===== src/sv/tfa_pkg.sv =====
// shared widths, field layout and defaults for the triangle face adjacency core
package tfa_pkg;

	localparam int FACE_IDX_W      = 10;
	localparam int VTX_FIELD_W     = 16;
	localparam int FACE_COUNT_W    = 11;
	localparam int NB_COUNT_W      = 2;
	localparam int MAX_NEIGHBOURS  = 3;
	localparam int SHARED_FOR_EDGE = 2;

	localparam int DEF_MAX_FACES   = 1024;
	localparam int DEF_VERTEX_BITS = 16;

	// s_tdata layout
	localparam int IN_IDX_LO  = 0;
	localparam int IN_VA_LO   = IN_IDX_LO + FACE_IDX_W;
	localparam int IN_VB_LO   = IN_VA_LO + VTX_FIELD_W;
	localparam int IN_VC_LO   = IN_VB_LO + VTX_FIELD_W;
	localparam int IN_USED_W  = IN_VC_LO + VTX_FIELD_W;
	localparam int IN_TDATA_W = ((IN_USED_W + 7) / 8) * 8;

	// m_tdata layout
	localparam int OUT_USED_W  = FACE_IDX_W + NB_COUNT_W + MAX_NEIGHBOURS * FACE_IDX_W;
	localparam int OUT_TDATA_W = ((OUT_USED_W + 7) / 8) * 8;

	// op codes carried in s_tuser
	localparam logic OP_LOAD  = 1'b0;
	localparam logic OP_QUERY = 1'b1;

endpackage


===== src/sv/tfa_share_count.sv =====
// counts query vertices found in another face and flags a shared edge
module tfa_share_count
	import tfa_pkg::*;
#(
	parameter int VW = 16
) (
	input  logic [3*VW-1:0] query_face,
	input  logic [3*VW-1:0] other_face,
	output logic            is_edge
);

	logic [VW-1:0] q0, q1, q2, o0, o1, o2;
	logic          hit0, hit1, hit2;
	logic [1:0]    hits;

	assign q0 = query_face[0*VW +: VW];
	assign q1 = query_face[1*VW +: VW];
	assign q2 = query_face[2*VW +: VW];
	assign o0 = other_face[0*VW +: VW];
	assign o1 = other_face[1*VW +: VW];
	assign o2 = other_face[2*VW +: VW];

	// each query vertex counts once however often it appears in the other face
	assign hit0 = (q0 == o0) || (q0 == o1) || (q0 == o2);
	assign hit1 = (q1 == o0) || (q1 == o1) || (q1 == o2);
	assign hit2 = (q2 == o0) || (q2 == o1) || (q2 == o2);

	assign hits    = 2'(hit0) + 2'(hit1) + 2'(hit2);
	assign is_edge = (hits == 2'(SHARED_FOR_EDGE));

endmodule


===== config.mk =====
export PLATFORM = sky130hd
export DESIGN_NAME = tfa_share_count
export DESIGN_NICKNAME = d
export VERILOG_FILES = /design/src/sv/tfa_pkg.sv /design/src/sv/tfa_share_count.sv
export SDC_FILE = /design/constraint.sdc
export NUM_CORES = 1
export LEC_CHECK = 0
export ABC_CLOCK_PERIOD_IN_PS = 3250
export BUFFER_PORTS_ARGS = -buffer_cell sky130_fd_sc_hd__buf_2
export CAP_MARGIN = 25
export CORE_ASPECT_RATIO = 0.6
export CORE_MARGIN = 8
export CORE_UTILIZATION = 50
export DETAILED_ROUTE_END_ITERATION = 16
export PLACE_DENSITY = 0.95
export SLEW_MARGIN = 20
export SYNTH_ARGS = -nofsm -noshare
export SYNTH_HDL_FRONTEND = slang
export SYNTH_SLANG_ARGS = --single-unit

===== constraint.sdc =====
create_clock -name vclk -period 3.25
set_input_delay 0.325 -clock vclk [all_inputs]
set_output_delay 0.325 -clock vclk [all_outputs]
set_load 0.005 [all_outputs]

==> metrics.cfg, run 1 <==
[outcome]
outcome=complete, no violations

[critical_path]
cp-start-kind=primary input
arrival_ps=2140
cp.required_ps=2920
crit_fanout=3
end_kind=output pin
path_class=in2out

[power_and_ir_drop]
p_comb_share_pct=100.0
p_clk_share_pct=0
swShare_pct=50.0
netSwitchingPower_w=0.000165
p_total_w=0.000330
p_leak_nw=0.707
power_density_nw_per_um2=155
ir_drop_mv=0.0818
p_seq_share_pct=0
p_int_w=0.000165

[route]
dr.pass1.iters=4
wl_per_cell_um=18.3
drcViolationCount=0
drt_iter0_drc=143
dr_total_vias=1793
via_per_inst=5.38
ant_nets=0
wl_um=6100

[yosys]
ys_seq_area_share_pct=0
yosys_warnings=0
synth_fp_nets=291
syn_area_sq_um=1580
syn-instance-count=194
avgSynthCellArea_sq_um=8.17
synth_cell_types=6

[placement]
dpl_worst_slack_ps=869
gp_congestion=0.962
place_hpwl_um=5560
io_buffer_count=97
dpl.cell_count=333

[cts]
holdBufCountCts=0
ctsResizeCount=0
cts_setup_buffers=0

[hold_path]
min-delay-start=other_face[4]
min_path_cells=8
hold_end=is_edge
min_path_type=in2out

[final_layout]
final_cell_mix=xnor2_1 (144), buf_2 (97), nand4_1 (36)
fin_util_pct=72.0
num_antenna_cells=0
drive_gt1_share_pct=33.3
fin_cells=333
final_common_cell=xnor2_1
area_growth_pct=34.0
seqCellArea_sq_um=0
n_clock_buffer=0
fillers=254
seq_cell_count=0
nets=390

[global_route]
antenna_found_initial=0
grt_pass1_wl_um=9200
grt_util_all_layers_pct=22.3
gr-total-overflow=0
grt_max_degree=4
grt_pass1_vias=1995

[floorplan]
die_h_um=59.6
coreArea_sq_um=2950
dieArea_sq_um=5280
rows=15
initial_core_util_pct=53.8
die_x_um=88.7
num_io_pins=97

[sta]
setup_ws_ps=786
final-setup-viol-count=0
drv_slew=0
period_share_pct=75.8
grt_setup_unrepaired=no
clock.fmax_mhz=406
finalHoldViolations=0
final.min_clock_period_ps=2460
max_slew_margin_pct=72.5
tightest_slew_ps=408
finalSetupTns_ps=0

[run]
drv_cap=0

## how the worst max path moves through the flow
stage	endpoint	start	slack [ps]	cells after the start
CTS	is_edge	other_face[41]	870	8
detailed placement	is_edge	other_face[41]	870	8
global route	is_edge	other_face[41]	750	8
floorplan	is_edge	other_face[38]	1340	6
global placement	is_edge	other_face[41]	860	8
finish	is_edge	query_face[11]	790	8
## critical path, stage by stage
cell	delay [ps]
buf_2	130
xnor2_1	170
nand4_1	180
nor4_1	410
nor3_1	130
fa_1	500
nor2b_1	160
buf_2	130
## Yosys cell counts
master / n / share of area [%]
fa_1: 1 / 1.3
xnor2_1: 144 / 80
nor2b_1: 1 / 0.40
nor4_1: 9 / 3.6
nand4_1: 36 / 14
nor3_1: 3 / 0.95
## power by group through the flow
| stage | registers, W | clock network (W) | logic [W] |
|---|---|---|---|
| global route | 0 | 0 | 0.000353 |
| global placement | 0 | 0 | 0.000318 |
| finish | 0 | 0 | 0.000330 |
| floorplan | 0 | 0 | 0.000170 |
| detailed placement | 0 | 0 | 0.000323 |
| CTS | 0 | 0 | 0.000326 |
## metal layers
| metal | track usage [%] | wire length (um) |
|---|---|---|
| met5 | 0 | 0 |
| met4 | 0.716 | 10 |
| met3 | 10.7 | 1030 |
| met2 | 34.2 | 2520 |
| met1 | 28.7 | 2540 |
## cell families after synthesis
group | count (synthesis) | synth area share [%]
fa+ha+maj | 1 | 1.26
simple gates | 49 | 19.1
xor+xnor | 144 | 79.6
## metrics by stage
step / hold WS [ps] / cell area (sq um)
2_1_floorplan: 1180 / 1580
3_3_place_gp: 1540 / 2120
3_5_place_dp: 1570 / 2120
4_1_cts: 1570 / 2120
5_1_grt: 1620 / 2120
6_report: 1580 / 2120
## cell type report
cell class                      instances  area (sq um)  area share, %
Timing Repair Buffer                   97           485           22.9
Multi-Input combinational cell        194          1580           74.6
Tap cell                               42          52.6           2.48
No activity file was read; power rests on OpenSTA's default activity.
==> inputs of run 2 (changes only) <==
--- a/config.mk
+++ b/config.mk
@@ -5,12 +5,13 @@
 export SDC_FILE = /design/constraint.sdc
 export NUM_CORES = 1
 export LEC_CHECK = 0
-export ABC_CLOCK_PERIOD_IN_PS = 3250
+export ABC_AREA = 1
+export ABC_CLOCK_PERIOD_IN_PS = 2400
 export BUFFER_PORTS_ARGS = -buffer_cell sky130_fd_sc_hd__buf_2
 export CAP_MARGIN = 25
 export CORE_ASPECT_RATIO = 0.6
 export CORE_MARGIN = 8
-export CORE_UTILIZATION = 50
+export CORE_UTILIZATION = 52
 export DETAILED_ROUTE_END_ITERATION = 16
 export PLACE_DENSITY = 0.95
 export SLEW_MARGIN = 20
==> constraint.sdc (replaced) <==
create_clock -name vclk -period 2.4
set_input_delay 0.24 -clock vclk [all_inputs]
set_output_delay 0.24 -clock vclk [all_outputs]
set_load 0.005 [all_outputs]
==> run 2 against run 1 <==
Routed wire length grew 28%. Sequential share of layout area did not move. Worst setup slack lost 440 ps. First-iteration DRC count grew 41%. Sequential cell count is the same. Synthesized cell count rose to 2.9 times the previous value. Critical path depth up 6. Count of clock-buffer cells in the layout did not move. Design area increased by 37%. Die area rose by 32%. Combinational power increased by 52%. Critical path type unchanged. Largest power group unchanged.
==> metrics.cfg, run 2 <==
[final_layout]
seqCellArea_sq_um=0  ; unchanged
final_common_cell=nand2_1
seq_cell_count=0  ; unchanged
multi_input_area_sq_um=2050  ; +29%
num_antenna_cells=0  ; unchanged
final_cell_area_sq_um=2920  ; +37%
n_clock_buffer=0  ; unchanged
drive_gt1_share_pct=15.5  ; -18 points
nets=750  ; +92%
fillers=469  ; +85%
area_growth_pct=24.0
final_cell_mix=nand2_1 (342), buf_2 (97), nor2_1 (79)

[route]
dr_total_vias=3382  ; +89%
drt_iter0_drc=201  ; +41%
ant_nets=0  ; unchanged
drcViolationCount=0  ; unchanged
via_per_inst=4.74  ; -12%
wl_um=7810  ; +28%
wl_per_cell_um=10.9  ; -40%
dr.pass1.iters=5  ; +1

[global_route]
antenna_found_initial=0  ; unchanged
grt_pass1_vias=3210  ; +61%
gr-total-overflow=0  ; unchanged
grt_util_all_layers_pct=21.6  ; -0.78 points
grt_pass1_wl_um=12800  ; +39%
grt_max_degree=5  ; +1

[yosys]
synth_fp_nets=651  ; +120%
synth_cell_types=7  ; +1
ys_seq_area_share_pct=0  ; unchanged
synth_area_leader_cell=nand2_1
syn_area_sq_um=2350  ; +48%
syn-instance-count=554  ; +190%
synth.cells.most_frequent=nand2_1 (342), nor2_1 (79), inv_1 (77)
yosysTopAreaCellShare_pct=54.6  ; -25 points
yosysMostFrequentCell=nand2_1
yosys_warnings=0  ; unchanged
avgSynthCellArea_sq_um=4.24  ; -48%
synth.area.top_cells=nand2_1 (55%), xnor2_1 (18%), nor2_1 (13%)

[floorplan]
dieArea_sq_um=7000  ; +32%
coreArea_sq_um=4470  ; +52%
num_io_pins=97  ; unchanged
rows=19  ; +4
die_h_um=68.1  ; +14%
initial_core_util_pct=52.6  ; -1.2 points
die_x_um=103  ; +16%

[critical_path]
crit_end=is_edge
cp-start-kind=primary input
crit_fanout=4  ; +1
path_class=in2out
startpoint=other_face[45]
cp.required_ps=2160  ; -760 ps
arrival_ps=1810  ; -330 ps
end_kind=output pin

[run]
drv_cap=0  ; unchanged

[sta]
period_share_pct=85.4
final-setup-viol-count=0  ; unchanged
finalHoldViolations=0  ; unchanged
max_slew_margin_pct=88.0  ; +15 points
drv_slew=0  ; unchanged
final.min_clock_period_ps=2050
clock.fmax_mhz=488
finalSetupTns_ps=0  ; unchanged
grt_setup_unrepaired=no
tightest_slew_ps=178  ; -230 ps

[outcome]
outcome=complete, no violations

[cts]
holdBufCountCts=0  ; unchanged
cts_setup_buffers=0  ; unchanged
ctsResizeCount=0  ; unchanged

[power_and_ir_drop]
ir_drop_mv=0.106  ; +30%
p_int_w=0.000207  ; +25%
p_seq_share_pct=0  ; unchanged
netSwitchingPower_w=0.000296  ; +80%
p_clk_share_pct=0  ; unchanged
p_leak_nw=1.97  ; +180%
power_density_nw_per_um2=172  ; +11%
swShare_pct=58.9  ; +9.0 points
p_comb_share_pct=100.0  ; about the same

[hold_path]
min_path_type=in2out

[placement]
io_buffer_count=97  ; unchanged
gp_congestion=0.911  ; -5.3%
postPlaceCellArea_sq_um=2920  ; +37%
place_hpwl_um=7010  ; +26%

[run 2: cell types whose count changed in the layout (fill, tap and decap cells not counted), sizes merged, moves of 9 or more]
cell,previous run,this run
nand4,36,0
nor2,0,79
nor4,9,0
inv,0,81
nand2,0,342
xnor2,144,48
[run 2: how the worst min path moves through the flow]
stage	from	to	slack (ps)	cells after the start
global placement	other_face[26]	is_edge	1320	10
floorplan	other_face[24]	is_edge	990	8
CTS	query_face[10]	is_edge	1330	10
global route	other_face[18]	is_edge	1410	10
detailed placement	query_face[10]	is_edge	1330	10
finish	query_face[41]	is_edge	1330	10
[run 2: metal layers]
layer  wire length (um)  GRT usage, %  vias to the layer above
met4                 38          2.86                        0
met5                  0             0                        -
li1                   -             -                     1776
met3                677          2.03                        6
met1               3600          28.8                     1466
met2               3500          37.8                      134
[run 2: cell families after synthesis]
group	count (synthesis)	share of synthesized area, %
buf+inv	81	12.9
simple gates	421	67.2
xor+xnor	51	19.0
fa+ha+maj	1	0.852
[run 2: worst max-delay path: stages]
cell and delay [ps]:
buf_2 120, inv_1 70, nand2_1 60, nand2_1 50
nor2_1 130, nand2_1 60, nor2_1 150, nand2_1 60
nand2_1 60, nor2_1 50, fa_1 540, inv_1 40
nor2_1 60, buf_2 110
[run 2: final cells by class]
type | instances | share of cell area, %
Inverter | 81 | 10.4
Multi-Input combinational cell | 473 | 70.2
Tap cell | 63 | 2.70
Timing Repair Buffer | 97 | 16.7
[run 2: power groups by stage]
stage | Combinational (W) | Sequential [W] | Clock [W]
2_1_floorplan | 0.000285 | 0 | 0
3_3_place_gp | 0.000476 | 0 | 0
3_5_place_dp | 0.000494 | 0 | 0
4_1_cts | 0.000497 | 0 | 0
5_1_grt | 0.000564 | 0 | 0
6_report | 0.000503 | 0 | 0
[run 2: metrics by stage]
step	utilization [%]	hold slack (ps)	power (W)	setup WS [ps]	std cells
global placement	65.2	1320	0.000476	395	714
floorplan	-	987	0.000285	762	554
CTS	65.2	1330	0.000497	377	714
global route	65.2	1410	0.000564	195	714
detailed placement	65.2	1330	0.000494	381	714
finish	65.2	1330	0.000503	351	714
==> inputs of run 3 (changes only) <==
--- a/config.mk
+++ b/config.mk
@@ -5,15 +5,14 @@
 export SDC_FILE = /design/constraint.sdc
 export NUM_CORES = 1
 export LEC_CHECK = 0
-export ABC_AREA = 1
-export ABC_CLOCK_PERIOD_IN_PS = 2400
+export ABC_CLOCK_PERIOD_IN_PS = 2630
 export BUFFER_PORTS_ARGS = -buffer_cell sky130_fd_sc_hd__buf_2
 export CAP_MARGIN = 25
 export CORE_ASPECT_RATIO = 0.6
 export CORE_MARGIN = 8
-export CORE_UTILIZATION = 52
+export CORE_UTILIZATION = 36
 export DETAILED_ROUTE_END_ITERATION = 16
-export PLACE_DENSITY = 0.95
+export PLACE_DENSITY = 0.81
 export SLEW_MARGIN = 20
 export SYNTH_ARGS = -nofsm -noshare
 export SYNTH_HDL_FRONTEND = slang
==> constraint.sdc (replaced) <==
create_clock -name vclk -period 2.63
set_input_delay 0.263 -clock vclk [all_inputs]
set_output_delay 0.263 -clock vclk [all_outputs]
set_load 0.005 [all_outputs]
==> run 3 against run 2 <==
Worst setup slack improved by 34 ps. Sequential share of layout area unchanged. Critical path depth decreased by 6. Critical endpoint unchanged. Highest routed layer unchanged.
==> metrics.cfg, run 3 (same netlist as run 1, synthesis figures left out) <==
[final_layout]
n_clock_buffer=0  ; unchanged
area_growth_pct=35.4
seqCellArea_sq_um=0  ; unchanged
fillers=416  ; -11%
drive_gt1_share_pct=33.3  ; +18 points
num_antenna_cells=0  ; unchanged
fin_util_pct=51.5  ; -14 points
final_common_cell=xnor2_1
nets=390  ; -48%
seq_cell_count=0  ; unchanged
final_cell_mix=xnor2_1 (144), buf_2 (97), nand4_1 (36)

[sta]
period_share_pct=85.3
drv_slew=0  ; unchanged
final-setup-viol-count=0  ; unchanged
finalHoldViolations=0  ; unchanged
tightest_slew_ps=321  ; +143 ps
clock.fmax_mhz=445
final.min_clock_period_ps=2240
whs_ps=1430  ; +102 ps
grt_setup_unrepaired=no
finalSetupTns_ps=0  ; unchanged
max_slew_margin_pct=78.4  ; -9.6 points

[critical_path]
critPathMaxStageDelay_ps=500  ; -40 ps
startpoint=other_face[14]
arrival_ps=1980  ; +170 ps
crit_top_cell=buf_2
cp-start-kind=primary input
end_kind=output pin
crit_chain=buf_2 -> xnor2_1 -> nand4_1 -> nor4_1 -> nor3_1 -> fa_1 -> nor2b_1 -> buf_2
path_class=in2out
cp.required_ps=2370  ; +210 ps
slowest_stage=fa_1
crit_fanout=3  ; -1

[run]
drv_cap=0  ; unchanged

[power_and_ir_drop]
ir_drop_mv=0.0847  ; -20%
p_leak_nw=0.707  ; -64%
power_density_nw_per_um2=191  ; +11%

[global_route]
grt_pass1_wl_um=9780  ; -24%
grt_max_degree=4  ; -1
grt_util_all_layers_pct=18.5  ; -3.1 points
gr-total-overflow=0  ; unchanged
antenna_found_initial=0  ; unchanged
grt_pass1_vias=1930  ; -40%

[route]
top_layer=met4
ant_nets=0  ; unchanged
drcViolationCount=0  ; unchanged
dr_wl_met2_um=2550  ; -27%
dr_total_vias=1756  ; -48%
drt_iter0_drc=123  ; -39%
drt-met1-wl_um=3090  ; -14%
wl_met3_um=889  ; +31%
wl_um=6550  ; -16%
dr.pass1.iters=4  ; -1
via_per_inst=5.00  ; +5.6%
wl_per_cell_um=18.6  ; +70%

[floorplan]
dieArea_sq_um=6850  ; -2.2%
die_h_um=67.4  ; -1.0%
initial_core_util_pct=38.0  ; -15 points
num_io_pins=97  ; unchanged
die_x_um=102  ; -1.1%
rows=18  ; -1
coreArea_sq_um=4170  ; -6.8%

[hold_path]
hold_end=is_edge
min_path_cells=8  ; -2
min_path_type=in2out
min-delay-start=other_face[31]

[cts]
holdBufCountCts=0  ; unchanged
cts_setup_buffers=0  ; unchanged
ctsResizeCount=0  ; unchanged

[placement]
place_hpwl_um=6070  ; -13%
io_buffer_count=97  ; unchanged
gp_congestion=1.00  ; +10%

[outcome]
outcome=complete, no violations

==> run 3: changes by cell type in the layout (fill, tap and decap cells not counted) <==
cell     delta
xnor2_1    +96
nand4_1    +36
inv_2       -4
nor4_1      +9
nand2_1   -342
xor2_1      -3
nor3_1      +3
nor2_1     -79
inv_1      -77
nor2b_1     +1
==> run 3: worst max path at each step <==
stage,end,slack [ps],depth (start not counted)
3_3_place_gp,is_edge,410,8
4_1_cts,is_edge,430,8
2_1_floorplan,is_edge,840,6
6_report,is_edge,390,8
5_1_grt,is_edge,200,8
3_5_place_dp,is_edge,420,8
==> run 3: critical path, delay by kind of cell <==
| family | cells | cell delay, ps |
|---|---|---|
| buffers and inverters | 2 | 250 |
| AND/OR/NAND/NOR | 4 | 670 |
| adder cells (fa/ha/maj) | 1 | 500 |
| XOR/XNOR | 1 | 300 |
==> run 3: layout make-up <==
class                      count  area [sq um]  share of cell area [%]
tap                           60          75.1                    3.50
timing repair buffer          97           485                    22.6
multi-input combinational    194          1580                    73.9
==> run 3: through the flow <==
stage,cell area [sq um],total power (W),instances,setup WS (ps)
2_1_floorplan,1580,0.000210,194,845
3_3_place_gp,2140,0.000403,351,411
3_5_place_dp,2140,0.000405,351,418
4_1_cts,2140,0.000409,351,429
5_1_grt,2140,0.000442,351,202
6_report,2140,0.000410,351,385
==> run 3: power by group <==
part | internal (W) | total [W] | switching, W
logic | 0.000204 | 0.000410 | 0.000206
registers | 0 | 0 | 0
clock network | 0 | 0 | 0
==> run 3: layer usage <==
metal,vias up,GRT usage [%]
met5,-,0
met4,0,0.921
met3,2,5.23
met2,91,26.2
met1,787,27.5
li1,876,-
